<file path="src/rtl/desp_pkg.sv">
`timescale 1ns / 1ps
// shared types and constants for the dual ended stack pair
// no dependencies
package desp_pkg;

   localparam int CAPACITY = 16;
   localparam int IDX_W    = $clog2(CAPACITY);
   localparam int CNT_W    = $clog2(CAPACITY + 1);
   localparam int CMD_W    = 3;
   localparam int DATA_W   = 32;
   localparam int STS_W    = 2;

   typedef enum logic [CMD_W-1:0] {
      CMD_PUSH_LOW  = 3'd0,
      CMD_PUSH_HIGH = 3'd1,
      CMD_POP_LOW   = 3'd2,
      CMD_POP_HIGH  = 3'd3,
      CMD_PEEK_LOW  = 3'd4,
      CMD_PEEK_HIGH = 3'd5
   } cmd_type;

   typedef enum logic [STS_W-1:0] {
      STS_OK       = 2'd0,
      STS_OVERFLOW = 2'd1,
      STS_EMPTY    = 2'd2
   } status_type;

   typedef enum logic {
      ST_IDLE,
      ST_EXEC
   } state_type;

   typedef struct packed {
      logic capture;
      logic commit;
   } ctrl_type;

   typedef struct packed {
      logic out_free;
   } stat_type;

endpackage

</file>
<file path="src/rtl/desp_req_if.sv">
`timescale 1ns / 1ps
// request and response channel interfaces
// depends on desp_pkg
interface desp_req_if;
   import desp_pkg::*;
   logic                     valid;
   logic                     ready;
   logic [CMD_W-1:0]         command;
   logic signed [DATA_W-1:0] value;

   modport source (output valid, command, value, input ready);
   modport sink   (input valid, command, value, output ready);
endinterface

interface desp_rsp_if;
   import desp_pkg::*;
   logic                     valid;
   logic                     ready;
   logic signed [DATA_W-1:0] data;
   logic [STS_W-1:0]         status;

   modport source (output valid, data, status, input ready);
   modport sink   (input valid, data, status, output ready);
endinterface

</file>
<file path="src/rtl/desp_ctrl.sv">
`timescale 1ns / 1ps
// controller state machine: accepts a request, then commits it to the datapath
// depends on desp_pkg
module desp_ctrl (
   input  logic               clock,
   input  logic               reset,
   input  logic               req_valid,
   output logic               req_ready,
   input  desp_pkg::stat_type stat,
   output desp_pkg::ctrl_type ctrl
);
   import desp_pkg::*;

   state_type state_ff, state_in;

   always_ff @(posedge clock) begin
      if (reset) begin
         state_ff <= ST_IDLE;
      end else begin
         state_ff <= state_in;
      end
   end

   always_comb begin
      state_in = state_ff;
      case (state_ff)
         ST_IDLE: begin
            if (req_valid) state_in = ST_EXEC;
         end
         ST_EXEC: begin
            if (stat.out_free) state_in = ST_IDLE;
         end
         default: begin
            state_in = ST_IDLE;
         end
      endcase
   end

   always_comb begin
      req_ready    = 1'b0;
      ctrl.capture = 1'b0;
      ctrl.commit  = 1'b0;
      case (state_ff)
         ST_IDLE: begin
            req_ready    = !reset;
            ctrl.capture = req_valid && !reset;
         end
         ST_EXEC: begin
            ctrl.commit = stat.out_free;
         end
         default: begin
            req_ready = 1'b0;
         end
      endcase
   end

endmodule

</file>
<file path="src/rtl/desp_datapath.sv">
`timescale 1ns / 1ps
// datapath: shared entry store, stack counts and response register
// depends on desp_pkg
module desp_datapath (
   input  logic                               clock,
   input  logic                               reset,
   input  logic [desp_pkg::CMD_W-1:0]         req_command,
   input  logic signed [desp_pkg::DATA_W-1:0] req_value,
   input  desp_pkg::ctrl_type                 ctrl,
   output desp_pkg::stat_type                 stat,
   output logic                               rsp_valid,
   input  logic                               rsp_ready,
   output logic signed [desp_pkg::DATA_W-1:0] rsp_data,
   output logic [desp_pkg::STS_W-1:0]         rsp_status
);
   import desp_pkg::*;

   logic [DATA_W-1:0] mem [CAPACITY];

   cmd_type           cmd_ff;
   logic [DATA_W-1:0] value_ff;
   logic [DATA_W-1:0] rd_data_ff;
   logic [CNT_W-1:0]  low_count_ff, low_count_in;
   logic [CNT_W-1:0]  high_count_ff, high_count_in;
   logic              rsp_valid_ff, rsp_valid_in;
   logic [DATA_W-1:0] rsp_data_ff, rsp_data_in;
   status_type        rsp_status_ff, rsp_status_in;

   logic [IDX_W-1:0]  rd_addr;
   logic [IDX_W-1:0]  wr_addr;
   logic              wr_en;
   logic              full;
   logic [CNT_W-1:0]  top_count;

   // top entry of the addressed stack
   assign rd_addr = req_command[0] ? IDX_W'(CNT_W'(CAPACITY) - high_count_ff)
                                   : IDX_W'(low_count_ff - CNT_W'(1));
   // next free entry of the addressed stack
   assign wr_addr = cmd_ff[0] ? IDX_W'(CNT_W'(CAPACITY - 1) - high_count_ff)
                              : IDX_W'(low_count_ff);
   assign full = ({1'b0, low_count_ff} + {1'b0, high_count_ff}) >= (CNT_W + 1)'(CAPACITY);
   assign top_count = cmd_ff[0] ? high_count_ff : low_count_ff;

   assign stat.out_free = !rsp_valid_ff || rsp_ready;

   always_ff @(posedge clock) begin
      if (ctrl.capture) begin
         cmd_ff     <= cmd_type'(req_command);
         value_ff   <= req_value;
         rd_data_ff <= mem[rd_addr];
      end
      if (wr_en) begin
         mem[wr_addr] <= value_ff;
      end
   end

   always_comb begin
      low_count_in  = low_count_ff;
      high_count_in = high_count_ff;
      rsp_data_in   = '0;
      rsp_status_in = STS_OK;
      wr_en         = 1'b0;
      case (cmd_ff) inside
         CMD_PUSH_LOW, CMD_PUSH_HIGH: begin
            if (full) begin
               rsp_status_in = STS_OVERFLOW;
            end else begin
               wr_en = ctrl.commit;
               if (cmd_ff[0]) high_count_in = high_count_ff + CNT_W'(1);
               else           low_count_in  = low_count_ff + CNT_W'(1);
            end
         end
         CMD_POP_LOW, CMD_POP_HIGH, CMD_PEEK_LOW, CMD_PEEK_HIGH: begin
            if (top_count == '0) begin
               rsp_status_in = STS_EMPTY;
            end else begin
               rsp_data_in = rd_data_ff;
               if (cmd_ff == CMD_POP_HIGH)     high_count_in = high_count_ff - CNT_W'(1);
               else if (cmd_ff == CMD_POP_LOW) low_count_in  = low_count_ff - CNT_W'(1);
            end
         end
         default: begin
            rsp_status_in = STS_OK;
         end
      endcase
   end

   always_comb begin
      rsp_valid_in = rsp_valid_ff;
      if (ctrl.commit)    rsp_valid_in = 1'b1;
      else if (rsp_ready) rsp_valid_in = 1'b0;
   end

   always_ff @(posedge clock) begin
      if (reset) begin
         low_count_ff  <= '0;
         high_count_ff <= '0;
         rsp_valid_ff  <= 1'b0;
      end else begin
         rsp_valid_ff <= rsp_valid_in;
         if (ctrl.commit) begin
            low_count_ff  <= low_count_in;
            high_count_ff <= high_count_in;
         end
      end
   end

   always_ff @(posedge clock) begin
      if (ctrl.commit) begin
         rsp_data_ff   <= rsp_data_in;
         rsp_status_ff <= rsp_status_in;
      end
   end

   assign rsp_valid  = rsp_valid_ff;
   assign rsp_data   = rsp_data_ff;
   assign rsp_status = rsp_status_ff;

endmodule

</file>
<file path="src/rtl/dual_ended_stack_pair.sv">
`timescale 1ns / 1ps
// two stacks sharing one 16-entry word store, low grows up, high grows down
// usage:
//   req_ch carries command (push, pop or peek on either stack) and value
//   rsp_ch returns one response per request: data and status
//   (ok, overflow on a push into a full store, empty on pop or peek)
// timing:
//   a request is taken in the idle cycle, the store is read in that cycle,
//   and the commit state then commits counts, write and response register
//   once the response register is free; response valid is set by the commit
//   a new request is taken only after the last one commits, as the registered
//   read of the store is followed by the commit state
// reset clears both stack counts and the response valid; the store keeps
// its contents, which never reach a response before being pushed
// if the receiver stalls, the response holds in its register, one more
// request is taken and waits in the commit cycle until the register frees
// depends on desp_pkg, desp_req_if, desp_rsp_if, desp_ctrl, desp_datapath
module dual_ended_stack_pair (
   input  logic       clock,
   input  logic       reset,
   desp_req_if.sink   req_ch,
   desp_rsp_if.source rsp_ch
);
   import desp_pkg::*;

   ctrl_type ctrl;
   stat_type stat;

   desp_ctrl u_ctrl (
      .clock     (clock),
      .reset     (reset),
      .req_valid (req_ch.valid),
      .req_ready (req_ch.ready),
      .stat      (stat),
      .ctrl      (ctrl)
   );

   desp_datapath u_datapath (
      .clock       (clock),
      .reset       (reset),
      .req_command (req_ch.command),
      .req_value   (req_ch.value),
      .ctrl        (ctrl),
      .stat        (stat),
      .rsp_valid   (rsp_ch.valid),
      .rsp_ready   (rsp_ch.ready),
      .rsp_data    (rsp_ch.data),
      .rsp_status  (rsp_ch.status)
   );

endmodule

</file>
<file path="src/flat_wrapper.sv">
// flat-port wrapper written by rule: the top's interface ports become plain ports
module dual_ended_stack_pair_flat import desp_pkg::*;
  (clock, reset, req_ch_valid, req_ch_command, req_ch_value, req_ch_ready, rsp_ch_valid, rsp_ch_data, rsp_ch_status, rsp_ch_ready);
  desp_req_if req_ch_i ();
  desp_rsp_if rsp_ch_i ();
  input  logic clock;
  input  logic reset;
  input wire logic [$bits(req_ch_i.valid)-1:0] req_ch_valid;
  input wire logic [$bits(req_ch_i.command)-1:0] req_ch_command;
  input wire logic [$bits(req_ch_i.value)-1:0] req_ch_value;
  output wire logic [$bits(req_ch_i.ready)-1:0] req_ch_ready;
  output wire logic [$bits(rsp_ch_i.valid)-1:0] rsp_ch_valid;
  output wire logic [$bits(rsp_ch_i.data)-1:0] rsp_ch_data;
  output wire logic [$bits(rsp_ch_i.status)-1:0] rsp_ch_status;
  input wire logic [$bits(rsp_ch_i.ready)-1:0] rsp_ch_ready;
  assign req_ch_i.valid = req_ch_valid;
  assign req_ch_i.command = req_ch_command;
  assign req_ch_i.value = req_ch_value;
  assign req_ch_ready = req_ch_i.ready;
  assign rsp_ch_valid = rsp_ch_i.valid;
  assign rsp_ch_data = rsp_ch_i.data;
  assign rsp_ch_status = rsp_ch_i.status;
  assign rsp_ch_i.ready = rsp_ch_ready;
  dual_ended_stack_pair u_core (.clock(clock), .reset(reset), .req_ch(req_ch_i), .rsp_ch(rsp_ch_i));
endmodule
</file>
<file path="config.mk">
export PLATFORM = sky130hd
export DESIGN_NAME = dual_ended_stack_pair_flat
export DESIGN_NICKNAME = d
export VERILOG_FILES = /design/src/rtl/desp_pkg.sv /design/src/rtl/desp_req_if.sv /design/src/rtl/desp_ctrl.sv /design/src/rtl/desp_datapath.sv /design/src/rtl/dual_ended_stack_pair.sv /design/src/flat_wrapper.sv
export SDC_FILE = /design/constraint.sdc
export NUM_CORES = 1
export LEC_CHECK = 0
export BUFFER_PORTS_ARGS = -buffer_cell sky130_fd_sc_hd__buf_2
export CELL_PAD_IN_SITES_DETAIL_PLACEMENT = 0
export CELL_PAD_IN_SITES_GLOBAL_PLACEMENT = 1
export CORE_AREA = 2 2 218 220
export DETAILED_ROUTE_END_ITERATION = 10
export DIE_AREA = 0 0 220 222
export GPL_TIMING_DRIVEN = 0
export PLACE_DENSITY = 0.75
export SYNTH_ARGS = -nofsm -noshare
export SYNTH_HDL_FRONTEND = slang
export SYNTH_SLANG_ARGS = --single-unit
</file>
<file path="constraint.sdc">
create_clock -name clock -period 4.55 [get_ports clock]
set_clock_uncertainty 0.1 [all_clocks]
set_input_delay 0.2275 -clock clock [delete_from_list [all_inputs] [get_ports clock]]
set_output_delay 0.2275 -clock clock [all_outputs]
set_load 0.1 [all_outputs]
</file>
# Word level (Yosys, flattened, before mapping)
# Memories as Yosys holds them, arrays and structs flattened. A register that Yosys moved wholly into a read port is not among the register bits.
# Index checks and enable logic that the tools add are counted.
# totals
regBits	81
ramBits	512
in_bits	39
output_inout_bits	36
elab_cells	76
n_memories	1
# memory_table
memory	words	width	read_ports	rd_ports_with_merged_regs	write_ports	line	rtl
u_core.u_datapath.mem	16	32	1	1	1	desp_datapath.sv:18	logic [DATA_W-1:0] mem [CAPACITY];
# op_classes
n_addsub	7
n_lt_le_gt_ge	1
eq_ne	10
n_mux	32
bitwise_logic	2
n_reduce_logical	15
# op_table
op	n
5-bit two-way mux	14
1-bit two-way mux	12
5-bit by 1-bit adder with 5-bit output, second input constant	2
5-bit by 1-bit subtractor with 5-bit output, second input constant	2
4-bit two-way mux	2
2-bit nonzero test	4
4-bit OR reduction	2
7-bit AND reduction	1
5-bit by 5-bit adder with 6-bit output	1
3-bit by 2-bit == test with 1-bit output, second input constant	2
3-bit == test, second input constant	2
6-bit by 5-bit >= comparator with 1-bit output, second input constant	1
2-bit two-way mux	3
2-bit inequality test, second input constant	3
6-bit AND reduction	1
5-bit logical NOT	1
2-bit by 1-bit inequality test with 1-bit output, second input constant	2
1-bit by 4-bit subtractor with 4-bit output, first input constant	1
4-bit subtractor, first input constant	1
3-bit by 1-bit == test with 1-bit output, second input constant	1
3-bit logical NOT	1
1-bit logical NOT	2
1-bit NOT	2
1-bit case mux with 2 select lines	1
3 further kinds	3

# Logic depth before layout (Yosys ltp)
# depth
depth_word	7
mapped_depth	11

# Cells and area by module
# A second synthesis with hierarchy kept.
# hier_totals
hier_cells	1336
area_unflattened_um2	24917.6
# modules_own_cells
mod	n_inst	cells_per_inst	area_each_um2	seq_area_each_um2
desp_datapath	1	1330	24865.1	18627.9
desp_ctrl	1	6	52.6	20.0

# Worst setup path after synthesis
# Ideal clock, no wire load.
# synth_path
kind	register -> register
startpoint	register u_core.u_ctrl.state_ff
endpoint	register u_core.u_datapath.cmd_ff[0], enable pin
setup_time_ns	0.431
t_arrival_ns	3.375
setup_slack_ns	0.644
path_stages_with_launch	3
n_path_buf	0
period_less_slack_ns	3.906
cell_sequence	dfxtp_1 -> nor2_1 -> and2_1
# synth_lines
item	line	rtl
start, declared	desp_ctrl.sv:14	state_type state_ff, state_in;
start signal, assigned	desp_ctrl.sv:20	state_ff <= state_in;
end signal, assigned	desp_datapath.sv:48	cmd_ff <= cmd_type'(req_command);
end, declared	desp_datapath.sv:20	cmd_type cmd_ff;

# Final worst setup path
# layout_path
startpoint	register u_core.u_datapath.low_count_ff[0]
endpoint	register u_core.u_datapath.rd_data_ff[23], read port of u_core.u_datapath.mem (data pin)
# layout_via
elab_chain_cells	2
# layout_lines
item	line	rtl
start, declared	desp_datapath.sv:23	logic [CNT_W-1:0] low_count_ff, low_count_in;
start signal, assigned	desp_datapath.sv:102	low_count_ff <= low_count_in;
5-bit by 1-bit subtractor with 5-bit output	n/a	
4-bit two-way mux	desp_datapath.sv:36	assign rd_addr = req_command[0] ? IDX_W'(CNT_W'(CAPACITY) - high_count_ff)
end, declared	desp_datapath.sv:22	logic [DATA_W-1:0] rd_data_ff;
# Every way passes these cells.
# A chain may end at the register's enable or synchronous reset.

==> flow_summary.json <==
{
  "gp_congestion": 0.791,
  "max_freq_mhz": 283,
  "dr.pass1.iters": 5,
  "synth_top_area_share_pct": 74.0,
  "drv_cap": 0,
  "hold_depth": 2,
  "syn_area_sq_um": 24900,
  "antenna_found_initial": 1,
  "critPathMaxFanout": 10,
  "root_buffer": "clkbuf_16",
  "p_leak_nw": 10.7,
  "dpl-instance-area_sq_um": 26500,
  "r2r_setup_slack_ps": 1020,
  "numCtsBuffers": 66,
  "tightest_slew_ps": 1160,
  "synth.distinct_cells": 39,
  "yosys_register_bits": 625,
  "hold_end": "u_core.u_datapath.value_ff[22]",
  "drc": 0,
  "crit_type": "reg2reg",
  "synth_compound_area_share_pct": 0.709,
  "end_kind": "flop",
  "avgSynthCellArea_sq_um": 18.7,
  "die_area_sq_um": 48800,
  "cts.sinks": 625,
  "clk_latency_ps": 590,
  "route.vias.total": 12000,
  "std_cell_rows": 79,
  "setup_ws_ps": 1020,
  "gr-total-overflow": 0,
  "synth_fa_ha_area_share_pct": 0.584,
  "min-delay-path-class": "in2reg",
  "yosysSeqAreaShare_pct": 75.0,
  "syn_inst": 1333,
  "nFillCells": 3320,
  "routed_wl_um": 51700,
  "fin_crit_ps": 3530,
  "irDropWorstVdd_v": 0.000288,
  "grt_pass1_vias": 12200,
  "critPathMaxStageDelay_ps": 880,
  "crit_required_ps": 4820,
  "post_cts_buffers": 0,
  "startpoint_type": "flop",
  "die_h_um": 222,
  "area_delta_synth_final_pct": 15.9,
  "antenna_cells": 0,
  "hold_violations": 0,
  "multi_input_area_sq_um": 5960,
  "finalCritPeriodShare_pct": 77.5,
  "crit_path_start": "u_core.u_datapath.low_count_ff[0]",
  "critPathArrivalTime_ps": 3800,
  "cp_cell_sequence": "inv_1 > ha_1 > xnor2_1 > nor2_1 > a21oi_1 > clkbuf_1 > mux2i_1",
  "outcome": "finished clean",
  "grt_max_degree": 38,
  "first_iter_violations": 832,
  "path_clk_slew_ps": 60,
  "reg2reg_to": "u_core.u_datapath.rd_data_ff[23]",
  "hold_slack_ps": 251,
  "synth_top_family_by_area": "multiplexers",
  "final_area_sq_um": 28800,
  "hp-start": "req_ch_value[22]",
  "r2r-start": "u_core.u_datapath.low_count_ff[0]",
  "slew_violations": 0,
  "fp.dieW_um": 220,
  "most-common-layout-cells": "edfxtp_1, mux2i_1, buf_2, clkbuf_16, dlygate4sd3_1",
  "yosys_warnings": 0,
  "htree_levels": 3,
  "setup_tns_ps": 0,
  "initial_core_util_pct": 53.8,
  "cp_slowest_cell": "a21oi_1",
  "synth_area_leader_cell": "edfxtp_1",
  "maxSlewHeadroom_pct": 22.9,
  "synth.area.mux_share_pct": 19.6,
  "ff_latch_area_sq_um": 18600,
  "wl_per_cell_um": 23.7,
  "layout_commonest_cell": "edfxtp_1",
  "grt_first_pass_wirelength_um": 76200,
  "yosys.area_share.simple_pct": 2.13,
  "cts_buffer_depth": 3,
  "final_nets": 1582,
  "ant_nets": 0,
  "cts_tree": "built",
  "postLayoutCoreUtil_pct": 62.3,
  "routed_via_density": 5.49,
  "setup_viol": 0,
  "io-pin-count": 75,
  "synth_xor_area_share_pct": 0.493,
  "coreArea_sq_um": 46300,
  "hpwl_um": 32200,
  "p_per_area_nw_per_um2": 430,
  "io_buffers": 74,
  "grt.total_usage_pct": 21.7,
  "place_ws_ps": 986,
  "r2r_cells": 7,
  "synth_top_cells_by_area": "edfxtp_1, mux2i_1, dfxtp_1",
  "rsz0062_at_grt": "no",
  "ctsResizeCount": 0,
  "syn_nets": 1383,
  "drive_above_1_share_pct": 15.6
}
-- how the worst max path moves through the flow --
stage	endpoint	slack, ps
after global placement	u_core.u_datapath.mem[15][18]	-1200
after floorplan	u_core.u_datapath.cmd_ff[0]	640
final	u_core.u_datapath.rd_data_ff[23]	1020
after global routing	u_core.u_datapath.mem[6][24]	870
after CTS	u_core.u_datapath.rd_data_ff[23]	950
after detailed placement	u_core.u_datapath.rd_data_ff[23]	990
-- cells in the mapped netlist --
| cell type | count |
|---|---|
| edfxtp_1 | 613 |
| mux2i_1 | 486 |
| buf_2 | 38 |
| and2_1 | 33 |
| nor2_1 | 33 |
| dfxtp_1 | 12 |
| xnor2_1 | 12 |
| inv_1 | 11 |
| nand2_1 | 11 |
| ha_1 | 10 |
| clkbuf_1 | 9 |
| buf_6 | 8 |
| nor3_1 | 6 |
| a21oi_1 | 5 |
| nand3_1 | 5 |
| a31oi_1 | 4 |
| buf_4 | 4 |
| or3_1 | 4 |
| o21ai_0 | 3 |
| a21o_1 | 2 |
| a21o_2 | 2 |
| nand2b_1 | 2 |
| nand4_1 | 2 |
| nor2b_1 | 2 |
| xor2_1 | 2 |
| a211oi_1 | 1 |
| a21boi_0 | 1 |
| a21boi_1 | 1 |
| a21oi_2 | 1 |
| a221oi_4 | 1 |
| and2_2 | 1 |
| fa_1 | 1 |
| nor2_2 | 1 |
| nor3b_1 | 1 |
| o21ai_1 | 1 |
| o31ai_1 | 1 |
| o41ai_1 | 1 |
| or4_1 | 1 |
| or4_4 | 1 |
-- metrics by stage --
step	std cells	total power, mW
2_1_floorplan	1333	7.30
3_3_place_gp	2014	7.59
3_5_place_dp	2032	7.61
4_1_cts	2183	12.5
5_1_grt	2183	12.8
6_report	2183	12.4
-- state kept, by name, indices dropped and copies added (netlist names) --
| name | cells |
|---|---|
| u_core.u_datapath.mem | 512 |
| u_core.u_datapath.rd_data_ff | 32 |
| u_core.u_datapath.rsp_data | 32 |
| u_core.u_datapath.value_ff | 32 |
| u_core.u_datapath.high_count_ff | 5 |
| u_core.u_datapath.low_count_ff | 5 |
| u_core.u_datapath.cmd_ff | 3 |
| u_core.u_datapath.rsp_status | 2 |
| u_core.u_ctrl.state_ff | 1 |
| u_core.u_datapath.rsp_valid | 1 |
-- metal layers --
layer / share of wire (%) / vias to the layer above / track usage, % / wire length (um)
li1: - / 5584 / - / -
met1: 44 / 6047 / 29.2 / 22600
met2: 50 / 277 / 36.5 / 25800
met3: 4.1 / 70 / 3.28 / 2130
met4: 2.2 / 0 / 6.93 / 1150
met5: 0 / - / 0 / 0
-- worst max-delay path, delay by kind of cell, from the launching register on --
| kind | cells | cell delay [ps] |
|---|---|---|
| buf+inv | 2 | 970 |
| compound gates | 1 | 880 |
| flops | 1 | 480 |
| mux | 1 | 420 |
| fa+ha+maj | 1 | 250 |
| xor+xnor | 1 | 140 |
| simple gates | 1 | 60 |
-- report_power, final --
group / switching (mW) / internal, mW / total (mW)
Sequential: 0.0601 / 6.39 / 6.45
Combinational: 0.644 / 0.412 / 1.06
Clock: 2.04 / 2.87 / 4.91
-- logic make-up (layout without fill, tap and decap cells) --
logic type,count (synthesis),count (layout)
mux,486,486
compound gates,24,24
fa+ha+maj,11,11
buf+inv,70,313
flops,625,625
simple gates,103,103
xor+xnor,14,14
-- cell type report --
cell class,count,share of cell area [%]
Buffer,59,1.19
Tap cell,607,2.63
Inverter,11,0.143
Timing Repair Buffer,131,3.89
Sequential cell,625,64.7
Multi-Input combinational cell,638,20.7
Clock inverter,28,0.616
Clock buffer,84,6.18
-- what timing repair did --
item,in CTS,in global routing
setup endpoints to repair,0,0
hold buffers,39,0
hold endpoints to repair,39,0
No activity file was read; power rests on OpenSTA's default activity.
